File: config.mk
export PLATFORM = sky130hd
export DESIGN_NAME = daub4_periodic_wavelet_level
export DESIGN_NICKNAME = d
export VERILOG_FILES = /design/src/hw/rtl/daub4_pkg.sv /design/src/hw/rtl/daub4_ram.sv /design/src/hw/rtl/daub4_agen.sv /design/src/hw/rtl/daub4_mac.sv /design/src/hw/rtl/daub4_periodic_wavelet_level.sv
export SDC_FILE = /design/constraint.sdc
export NUM_CORES = 2
export LEC_CHECK = 0
export ABC_AREA = 1
export ABC_CLOCK_PERIOD_IN_PS = 8029
export BUFFER_PORTS_ARGS = -buffer_cell sky130_fd_sc_hd__buf_2
export CAP_MARGIN = 10
export CORE_MARGIN = 5
export CORE_UTILIZATION = 40
export DETAILED_ROUTE_END_ITERATION = 8
export SYNTH_ARGS = -nofsm -noshare
export SYNTH_HDL_FRONTEND = slang
export SYNTH_HIERARCHICAL = 1
export SYNTH_SLANG_ARGS = --single-unit
export TNS_END_PERCENT = 20
File: constraint.sdc
create_clock -name clk -period 8.03 [get_ports clk]
set_input_delay 1.606 -clock clk [delete_from_list [all_inputs] [get_ports clk]]
set_output_delay 1.606 -clock clk [all_outputs]
set_load 0.05 [all_outputs]
File: src/hw/rtl/daub4_pkg.sv
// shared types, constants and the rounding function for the d4 wavelet level
// used by daub4_agen, daub4_mac and daub4_periodic_wavelet_level; no dependencies
package daub4_pkg;

    localparam int LEN_W   = 7;
    localparam int SAMP_W  = 18;
    localparam int COEF_W  = 16;
    localparam int PROD_W  = SAMP_W + COEF_W;
    localparam int ACC_W   = PROD_W + 2;
    localparam int CFG_IDX_W  = 3;
    localparam int CFG_DATA_W = 16;

    // register indexes on the configuration port
    localparam logic [CFG_IDX_W-1:0] REG_BLOCK_LENGTH = 3'd0;
    localparam logic [CFG_IDX_W-1:0] REG_INVERSE_MODE = 3'd1;
    localparam logic [CFG_IDX_W-1:0] REG_COEF_0       = 3'd2;
    localparam logic [CFG_IDX_W-1:0] REG_COEF_1       = 3'd3;
    localparam logic [CFG_IDX_W-1:0] REG_COEF_2       = 3'd4;
    localparam logic [CFG_IDX_W-1:0] REG_COEF_3       = 3'd5;

    localparam logic [LEN_W-1:0]  RST_BLOCK_LENGTH = 7'd64;
    localparam logic [COEF_W-1:0] RST_COEF_0 = 16'sd15826;
    localparam logic [COEF_W-1:0] RST_COEF_1 = 16'sd27411;
    localparam logic [COEF_W-1:0] RST_COEF_2 = 16'sd7345;
    localparam logic [COEF_W-1:0] RST_COEF_3 = -16'sd4240;

    // filter tap selectors
    localparam logic [1:0] TAP_C0 = 2'd0;
    localparam logic [1:0] TAP_C1 = 2'd1;
    localparam logic [1:0] TAP_C2 = 2'd2;
    localparam logic [1:0] TAP_C3 = 2'd3;

    localparam logic [1:0] TAP_FIRST = 2'd0;
    localparam logic [1:0] TAP_FINAL = 2'd3;

    typedef logic [3:0][COEF_W-1:0] coef_set_t;

    typedef struct packed {
        logic [1:0] coef_sel;
        logic       negate;
        logic       first_tap;
        logic       final_tap;
        logic       block_end;
    } tap_t;

    localparam logic signed [ACC_W:0] ROUND_HALF = 37'sd16384;
    localparam logic signed [ACC_W-15:0] SAT_MAX = 22'sd131071;
    localparam logic signed [ACC_W-15:0] SAT_MIN = -22'sd131072;

    // round to nearest with ties up, then saturate to the sample width
    function automatic logic [SAMP_W-1:0] finish(input logic signed [ACC_W-1:0] acc);
        logic signed [ACC_W:0]    sum;
        logic signed [ACC_W-15:0] q;
        logic [SAMP_W-1:0]        res;
        sum = {acc[ACC_W-1], acc} + ROUND_HALF;
        q   = sum[ACC_W:15];
        if (q > SAT_MAX)
            res = SAT_MAX[SAMP_W-1:0];
        else if (q < SAT_MIN)
            res = SAT_MIN[SAMP_W-1:0];
        else
            res = q[SAMP_W-1:0];
        return res;
    endfunction

endpackage

File: src/hw/rtl/daub4_ram.sv
// generic single-write, single-read synchronous ram with registered read data
// no dependencies
module daub4_ram #(
    parameter int WIDTH = 18,
    parameter int DEPTH = 64,
    localparam int AW = (DEPTH > 1) ? $clog2(DEPTH) : 1
) (
    input  logic             clk,
    input  logic             wr_en,
    input  logic [AW-1:0]    wr_addr,
    input  logic [WIDTH-1:0] wr_data,
    input  logic             rd_en,
    input  logic [AW-1:0]    rd_addr,
    output logic [WIDTH-1:0] rd_data
);

    logic [WIDTH-1:0] mem [DEPTH];
    logic [WIDTH-1:0] rd_data_reg;

    always_ff @(posedge clk)
    begin
        if (wr_en)
        begin
            mem[wr_addr] <= wr_data;
        end
        if (rd_en)
        begin
            rd_data_reg <= mem[rd_addr];
        end
    end

    assign rd_data = rd_data_reg;

endmodule

File: src/hw/rtl/daub4_agen.sv
// buffer address and filter tap selection for one tap of one result
// depends on daub4_pkg
module daub4_agen #(
    parameter int MAX_LENGTH = 64,
    localparam int AW = $clog2(MAX_LENGTH)
) (
    input  logic [daub4_pkg::LEN_W-1:0] item,
    input  logic [1:0]                  tap,
    input  logic [daub4_pkg::LEN_W-1:0] length,
    input  logic                        inverse,
    output logic [AW-1:0]               addr,
    output daub4_pkg::tap_t             tap_info
);

    localparam int LW = daub4_pkg::LEN_W;

    logic [LW-1:0] half;
    logic          detail;
    logic [LW-1:0] fwd_i;
    logic [LW-1:0] fwd_sum;
    logic [LW-1:0] fwd_addr;
    logic [LW-1:0] inv_i;
    logic [LW-1:0] inv_p;
    logic [LW-1:0] inv_sel;
    logic [LW-1:0] inv_addr;
    logic [1:0]    coef_sel;
    logic          negate;

    always_comb
    begin
        half    = length >> 1;
        // forward: smooth outputs first, then detail outputs
        detail  = (item >= half);
        fwd_i   = detail ? (item - half) : item;
        fwd_sum = (fwd_i << 1) + LW'(tap);
        fwd_addr = (fwd_sum >= length) ? (fwd_sum - length) : fwd_sum;

        // inverse: taps read a[p], d[p], a[i], d[i] with periodic wrap of p
        inv_i   = item >> 1;
        inv_p   = (inv_i == '0) ? (half - LW'(1)) : (inv_i - LW'(1));
        inv_sel = tap[1] ? inv_i : inv_p;
        inv_addr = tap[0] ? (inv_sel + half) : inv_sel;

        coef_sel = daub4_pkg::TAP_C0;
        negate   = 1'b0;
        if (!inverse)
        begin
            coef_sel = detail ? ~tap : tap;
            negate   = detail & tap[0];
        end
        else if (!item[0])
        begin
            case (tap)
                2'd0:    coef_sel = daub4_pkg::TAP_C2;
                2'd1:    coef_sel = daub4_pkg::TAP_C1;
                2'd2:    coef_sel = daub4_pkg::TAP_C0;
                default: coef_sel = daub4_pkg::TAP_C3;
            endcase
        end
        else
        begin
            case (tap)
                2'd0:    coef_sel = daub4_pkg::TAP_C3;
                2'd1:    coef_sel = daub4_pkg::TAP_C0;
                2'd2:    coef_sel = daub4_pkg::TAP_C1;
                default: coef_sel = daub4_pkg::TAP_C2;
            endcase
            negate = tap[0];
        end

        addr = inverse ? inv_addr[AW-1:0] : fwd_addr[AW-1:0];
        tap_info.coef_sel  = coef_sel;
        tap_info.negate    = negate;
        tap_info.first_tap = (tap == daub4_pkg::TAP_FIRST);
        tap_info.final_tap = (tap == daub4_pkg::TAP_FINAL);
        tap_info.block_end = (item == (length - LW'(1)));
    end

endmodule

File: src/hw/rtl/daub4_mac.sv
// multiply-accumulate pipeline: buffer data times tap, four-term sum, round and saturate
// depends on daub4_pkg
module daub4_mac (
    input  logic                               clk,
    input  logic                               rst_n,
    input  logic                               tap_valid,
    input  daub4_pkg::tap_t                    tap_info,
    input  daub4_pkg::coef_set_t               coefs,
    input  logic signed [daub4_pkg::SAMP_W-1:0] rd_data,
    output logic                               fin_valid,
    output logic [daub4_pkg::SAMP_W-1:0]       fin_value,
    output logic                               fin_last
);

    localparam int PW = daub4_pkg::PROD_W;
    localparam int AW = daub4_pkg::ACC_W;

    logic                   s1_valid_reg;
    daub4_pkg::tap_t        s1_tap_reg;
    logic                   s2_valid_reg;
    daub4_pkg::tap_t        s2_tap_reg;
    logic signed [PW-1:0]   prod_reg;
    logic signed [PW-1:0]   prod_next;
    logic signed [daub4_pkg::COEF_W-1:0] coef_val;
    logic signed [AW-1:0]   term;
    logic signed [AW-1:0]   acc_reg;
    logic signed [AW-1:0]   acc_next;
    logic                   acc_done_reg;
    logic                   acc_last_reg;
    logic                   fin_valid_reg;
    logic [daub4_pkg::SAMP_W-1:0] fin_value_reg;
    logic                   fin_last_reg;

    always_comb
    begin
        coef_val  = $signed(coefs[s1_tap_reg.coef_sel]);
        prod_next = rd_data * coef_val;
        term      = {{(AW-PW){prod_reg[PW-1]}}, prod_reg};
        if (s2_tap_reg.negate)
            term = -term;
        acc_next  = s2_tap_reg.first_tap ? term : (acc_reg + term);
    end

    always_ff @(posedge clk or negedge rst_n)
    begin
        if (!rst_n)
        begin
            s1_valid_reg  <= 1'b0;
            s2_valid_reg  <= 1'b0;
            acc_done_reg  <= 1'b0;
            fin_valid_reg <= 1'b0;
        end
        else
        begin
            s1_valid_reg  <= tap_valid;
            s2_valid_reg  <= s1_valid_reg;
            acc_done_reg  <= s2_valid_reg & s2_tap_reg.final_tap;
            fin_valid_reg <= acc_done_reg;
        end
    end

    always_ff @(posedge clk)
    begin
        s1_tap_reg <= tap_info;
        s2_tap_reg <= s1_tap_reg;
        prod_reg   <= prod_next;
        if (s2_valid_reg)
        begin
            acc_reg <= acc_next;
        end
        acc_last_reg  <= s2_tap_reg.block_end;
        fin_value_reg <= daub4_pkg::finish(acc_reg);
        fin_last_reg  <= acc_last_reg;
    end

    assign fin_valid = fin_valid_reg;
    assign fin_value = fin_value_reg;
    assign fin_last  = fin_last_reg;

endmodule

File: src/hw/rtl/daub4_periodic_wavelet_level.sv
// top level of the one-level d4 wavelet transform with periodic wrap
// depends on daub4_pkg, daub4_ram, daub4_agen and daub4_mac
//
// Samples of a block are taken one per cycle into a buffer ram until the
// effective block length (block_length clamped to 4..MAX_LENGTH, low bit cleared)
// is reached; input then stalls while the block is emitted. Each result is a
// four-term sum that needs four reads from the single buffer read port, so the
// emit phase issues the reads of one result before it starts the next, and
// starts a result only while the output and hold slots can take it. The data
// of each read passes the buffer read register, the product register, the
// accumulator, the rounding register and then the output register or its hold
// slot. Loading of the next block may start while the final results drain.
// Forward mode gives the smooth half then the detail half; inverse mode reads
// smooth then detail and gives the interleaved samples. last marks the final
// result of a block. Configuration is written through a port that is always
// ready and should only change while the block is idle.
module daub4_periodic_wavelet_level #(
    parameter int MAX_LENGTH = 64
) (
    input  logic                                 clk,
    input  logic                                 rst_n,
    input  logic                                 cfg_valid,
    output logic                                 cfg_ready,
    input  logic [daub4_pkg::CFG_IDX_W-1:0]      cfg_index,
    input  logic [daub4_pkg::CFG_DATA_W-1:0]     cfg_data,
    input  logic                                 in_valid,
    output logic                                 in_stall,
    input  logic signed [daub4_pkg::SAMP_W-1:0]  sample,
    output logic                                 out_valid,
    input  logic                                 out_stall,
    output logic signed [daub4_pkg::SAMP_W-1:0]  value,
    output logic                                 last
);

    localparam int LW = daub4_pkg::LEN_W;
    localparam int SW = daub4_pkg::SAMP_W;
    localparam int AW = $clog2(MAX_LENGTH);

    typedef enum logic {ST_LOAD, ST_EMIT} state_t;

    state_t          state_reg, state_next;
    logic [LW-1:0]   block_length_reg;
    logic            inverse_mode_reg;
    daub4_pkg::coef_set_t coef_reg;
    logic [LW-1:0]   fill_reg, fill_next;
    logic [LW-1:0]   item_reg, item_next;
    logic [1:0]      tap_reg, tap_next;
    logic [1:0]      inflight_reg, inflight_next;
    logic            out_valid_reg, out_valid_next;
    logic            hold_valid_reg, hold_valid_next;
    logic [SW-1:0]   out_value_reg;
    logic            out_last_reg;
    logic [SW-1:0]   hold_value_reg;
    logic            hold_last_reg;

    logic [LW-1:0]   length;
    logic [LW-1:0]   fill_plus;
    logic            in_xfer;
    logic            out_xfer;
    logic            out_free;
    logic            can_start;
    logic            rd_en;
    logic [AW-1:0]   rd_addr;
    logic [SW-1:0]   rd_data;
    daub4_pkg::tap_t tap_info;
    logic            fin_valid;
    logic [SW-1:0]   fin_value;
    logic            fin_last;

    // effective block length
    always_comb
    begin
        if (block_length_reg < LW'(4))
            length = LW'(4);
        else if (block_length_reg > LW'(MAX_LENGTH))
            length = LW'(MAX_LENGTH);
        else
            length = block_length_reg;
        length[0] = 1'b0;
    end

    assign cfg_ready = 1'b1;

    always_ff @(posedge clk or negedge rst_n)
    begin
        if (!rst_n)
        begin
            block_length_reg <= daub4_pkg::RST_BLOCK_LENGTH;
            inverse_mode_reg <= 1'b0;
            coef_reg[0]      <= daub4_pkg::RST_COEF_0;
            coef_reg[1]      <= daub4_pkg::RST_COEF_1;
            coef_reg[2]      <= daub4_pkg::RST_COEF_2;
            coef_reg[3]      <= daub4_pkg::RST_COEF_3;
        end
        else if (cfg_valid)
        begin
            case (cfg_index)
                daub4_pkg::REG_BLOCK_LENGTH: block_length_reg <= cfg_data[LW-1:0];
                daub4_pkg::REG_INVERSE_MODE: inverse_mode_reg <= cfg_data[0];
                daub4_pkg::REG_COEF_0:       coef_reg[0] <= cfg_data;
                daub4_pkg::REG_COEF_1:       coef_reg[1] <= cfg_data;
                daub4_pkg::REG_COEF_2:       coef_reg[2] <= cfg_data;
                daub4_pkg::REG_COEF_3:       coef_reg[3] <= cfg_data;
                default:                     ;
            endcase
        end
    end

    daub4_ram #(
        .WIDTH(SW),
        .DEPTH(MAX_LENGTH)
    ) u_buffer (
        .clk     (clk),
        .wr_en   (in_xfer),
        .wr_addr (fill_reg[AW-1:0]),
        .wr_data (sample),
        .rd_en   (rd_en),
        .rd_addr (rd_addr),
        .rd_data (rd_data)
    );

    daub4_agen #(
        .MAX_LENGTH(MAX_LENGTH)
    ) u_agen (
        .item     (item_reg),
        .tap      (tap_reg),
        .length   (length),
        .inverse  (inverse_mode_reg),
        .addr     (rd_addr),
        .tap_info (tap_info)
    );

    daub4_mac u_mac (
        .clk       (clk),
        .rst_n     (rst_n),
        .tap_valid (rd_en),
        .tap_info  (tap_info),
        .coefs     (coef_reg),
        .rd_data   (rd_data),
        .fin_valid (fin_valid),
        .fin_value (fin_value),
        .fin_last  (fin_last)
    );

    assign in_stall = (state_reg != ST_LOAD);
    assign in_xfer  = in_valid & ~in_stall;
    assign out_xfer = out_valid_reg & ~out_stall;
    assign out_free = ~out_valid_reg | out_xfer;
    assign fill_plus = fill_reg + LW'(1);
    // a new result may start only if the output and hold slots can take it
    assign can_start = ((inflight_reg - {1'b0, out_xfer}) < 2'd2);

    always_comb
    begin
        state_next      = state_reg;
        fill_next       = fill_reg;
        item_next       = item_reg;
        tap_next        = tap_reg;
        rd_en           = 1'b0;
        out_valid_next  = out_valid_reg;
        hold_valid_next = hold_valid_reg;

        case (state_reg)
            ST_LOAD:
            begin
                if (in_xfer)
                begin
                    if (fill_plus >= length)
                    begin
                        fill_next  = '0;
                        item_next  = '0;
                        tap_next   = daub4_pkg::TAP_FIRST;
                        state_next = ST_EMIT;
                    end
                    else
                    begin
                        fill_next = fill_plus;
                    end
                end
            end
            ST_EMIT:
            begin
                if (tap_reg != daub4_pkg::TAP_FIRST || can_start)
                begin
                    rd_en    = 1'b1;
                    tap_next = tap_reg + 2'd1;
                    if (tap_reg == daub4_pkg::TAP_FINAL)
                    begin
                        item_next = item_reg + LW'(1);
                        if (item_reg == (length - LW'(1)))
                        begin
                            item_next  = '0;
                            state_next = ST_LOAD;
                        end
                    end
                end
            end
            default:
            begin
                state_next = ST_LOAD;
            end
        endcase

        inflight_next = inflight_reg
                      + {1'b0, rd_en && (tap_reg == daub4_pkg::TAP_FIRST)}
                      - {1'b0, out_xfer};

        // output register with one hold slot behind it
        if (out_free)
        begin
            out_valid_next  = hold_valid_reg | fin_valid;
            hold_valid_next = hold_valid_reg & fin_valid;
        end
        else if (fin_valid)
        begin
            hold_valid_next = 1'b1;
        end
    end

    always_ff @(posedge clk or negedge rst_n)
    begin
        if (!rst_n)
        begin
            state_reg      <= ST_LOAD;
            fill_reg       <= '0;
            item_reg       <= '0;
            tap_reg        <= daub4_pkg::TAP_FIRST;
            inflight_reg   <= '0;
            out_valid_reg  <= 1'b0;
            hold_valid_reg <= 1'b0;
        end
        else
        begin
            state_reg      <= state_next;
            fill_reg       <= fill_next;
            item_reg       <= item_next;
            tap_reg        <= tap_next;
            inflight_reg   <= inflight_next;
            out_valid_reg  <= out_valid_next;
            hold_valid_reg <= hold_valid_next;
        end
    end

    always_ff @(posedge clk)
    begin
        if (out_free)
        begin
            if (hold_valid_reg)
            begin
                out_value_reg  <= hold_value_reg;
                out_last_reg   <= hold_last_reg;
                hold_value_reg <= fin_value;
                hold_last_reg  <= fin_last;
            end
            else
            begin
                out_value_reg <= fin_value;
                out_last_reg  <= fin_last;
            end
        end
        else if (fin_valid)
        begin
            hold_value_reg <= fin_value;
            hold_last_reg  <= fin_last;
        end
    end

    assign out_valid = out_valid_reg;
    assign value     = out_value_reg;
    assign last      = out_last_reg;

endmodule
==> metrics.md <==
| Metric | Value |
|---|---|
| Run status | `finished clean` |
| Rel. slew slack | `0.207` |
| CTS Sinks | `1405` |
| Antenna Nets Post-Route | `0` |
| Worst skew pair latency | `0.80 ns` |
| Fin Setup TNS | `0 ns` |
| Element type at the critical path end | `flip-flop` |
| CP max stage cell | `dfstp_2` |
| Gr usage total | `0.213` |
| Synthesized area | `73400 um^2` |
| Die area | `192000 um^2` |
| Final Hold Viols | `0` |
| Post-Syn Area per Cell | `9.98 um^2` |
| Met2 WL | `95600 um` |
| Asr flop ratio synth | `0.0690` |
| Commonest non-fill, non-tap cell in the layout | `nand2_1` |
| Num CTS Buffers | `151` |
| Final #Nets | `7901` |
| DP HPWL | `131000 um` |
| Critical-path maximum fanout | `119` |
| Critical path type | `flip-flop to flip-flop` |
| I/O Pins | `64` |
| # port buffers | `62` |
| Layout cells sized above 1 | `0.0755` |
| Initial antenna violation count | `6` |
| Max-slew violations | `0` |
| Uppermost layer routed | `met4` |
| Fin cells | `10000` |
| Commonest non-fill, non-tap cells in the layout | `nand2_1, edfxtp_1, nand3_1, inv_1, nor2_1` |
| Routed vias/inst | `5.29` |
| Final wirelength | `208000 um` |
| Final setup viols | `0` |
| Seq/Total Area, Yosys | `0.560` |
| Final RePlAce weighted congestion | `0.929` |
| M1 WL | `90300 um` |
| CP startpoint kind | `flip-flop` |
| Met3 WL | `16400 um` |
| Post-CTS resize count | `0` |
| Largest register FFs | `1152` |
| Hold_ws | `0.297 ns` |
| Fillers | `17200` |
| Final period utilization | `0.896` |
| Worst path max stage delay | `0.65 ns` |
| Largest net degree at the start of global routing | `158` |
| Core Area | `183000 um^2` |
| Worst Path Required | `8.57 ns` |
| Synthesized flop and latch total | `1405` |
| CTS tree | `yes` |
| Rows | `157` |
| Inst Count DP | `9717` |
| MaxCap Viol Count | `0` |
| Post-CTS setup buffer count | `0` |
| RSZ-0062 raised after global routing | `false` |
| Die Width | `438 um` |
| Fmax | `139 MHz` |
| Synth-to-layout area growth | `10.8%` |
| Initial drt markers | `5858` |
| Actual transition at the worst max-transition pin | `1.19 ns` |
| Period minus WS final | `7.19 ns` |
| Cells after Synth | `7356` |
| Crit path max-delay family | `simple AND/OR/NAND/NOR gates` |
| DRC viols | `0` |
| Crit path buf inv count | `7` |
| Clock transition at the registers of the reported paths | `0.06 ns` |
| First-pass GRT wire length | `315000 um` |
| Initial Util | `0.401` |
| CTS H-Tree Depth | `4` |
| Cts hold-fix bufs | `0` |
| Ys flop type | `edfxtp_1` |
| Vias | `52900` |
| Drt wl/cell | `20.8 um` |
| Count of different cell masters after synthesis | `54` |
| Gr ovfl total | `0` |
| Worst Hold Class | `flip-flop to flip-flop` |
| Root buffer cell | `clkbuf_16` |
| Die Y | `438 um` |
| Crit path DAT | `7.73 ns` |
| Clock Skews | `0.0472 ns` |
| Clock tree buffer depth | `3` |
| Number of global-route vias before repair | `50700` |
| Drt pass-1 iters | `6` |
| Post-synth EDFFs | `1244` |
| Syn. warnings | `6` |
worst reg2reg max path: cells and delay by family (launching register included):
kind | cells | cell delay, ns
fa+ha+maj | 3 | 0.79
flops | 1 | 0.65
xor+xnor | 1 | 0.19
compound gates | 5 | 1.03
buf+inv | 7 | 1.83
simple gates | 20 | 2.47
path summary, 6_finish.rpt:
kind / from / endpoint / slack (ns) / cells after the start
max reg2reg: block_length_reg[6] / u_buffer/rd_data[12] / 0.84 / 36
min: u_mac/s1_tap_reg[3] / u_mac/s2_tap_reg[3] / 0.30 / 0
max in group asynchronous: rst_n / coef_reg[48] / 6.04 / 2
max: block_length_reg[6] / u_buffer/rd_data[12] / 0.84 / 36
min in group asynchronous: rst_n / out_valid / 0.72 / 1
min reg2reg: u_mac/s1_tap_reg[3] / u_mac/s2_tap_reg[3] / 0.30 / 0
cell families (layout without fill, tap and decap cells):
family,after synthesis,after routing,share of synthesized area
buf+inv,1000,1175,0.0626
flops,1405,1405,0.560
simple gates,4049,4049,0.232
fa+ha+maj,453,453,0.107
compound gates,335,335,0.0247
xor+xnor,112,112,0.0134
other cells,2,7,0.000102
cells in the mapped netlist, types with 15 or more instances:
master	count	area share
inv_1	656	0.034
a21oi_1	109	0.0074
dfrtp_1	62	0.021
nor3_1	26	0.0018
xnor2_1	30	0.0036
nand2_1	2356	0.12
nor2_1	403	0.021
buf_2	118	0.0080
o21ai_0	168	0.011
dfstp_2	35	0.013
nand4_1	40	0.0034
buf_1	32	0.0016
fa_1	294	0.080
clkbuf_1	80	0.0041
ha_1	159	0.027
xor2_1	82	0.0098
dfxtp_1	64	0.017
buf_6	81	0.012
nand3_1	1166	0.080
edfxtp_1	1244	0.51
nor4_1	15	0.0013
cell type report:
| cell class | instances | area [um^2] | area share |
|---|---|---|---|
| flip-flops and latches | 1405 | 41100 | 0.505 |
| multi-input cells | 4953 | 27900 | 0.343 |
| clock buffers | 183 | 3950 | 0.0486 |
| well taps | 2464 | 3080 | 0.0379 |
| inverters | 674 | 2570 | 0.0316 |
| repair buffers | 221 | 1700 | 0.0209 |
| clock inverters | 97 | 1020 | 0.0125 |
| diodes | 3 | 7.51 | 0.0000923 |
through the flow:
stage	util	instance area [um^2]	setup WS, ns
floorplan	-	73400	1.76
global placement	0.417	76300	1.13
detailed placement	0.418	76400	0.990
global route	0.445	81300	0.390
CTS	0.445	81300	0.978
finish	0.445	81300	0.838
per-layer routing:
layer | up-vias | track usage
li1 | 24500 | -
met3 | 338 | 0.0307
met1 | 26000 | 0.307
met5 | - | 0
met2 | 2080 | 0.337
met4 | 0 | 0.0583
Power is left out: the tool's default activity adds up to more than one toggle a clock period on the data nets, which glitch-free logic cannot reach.
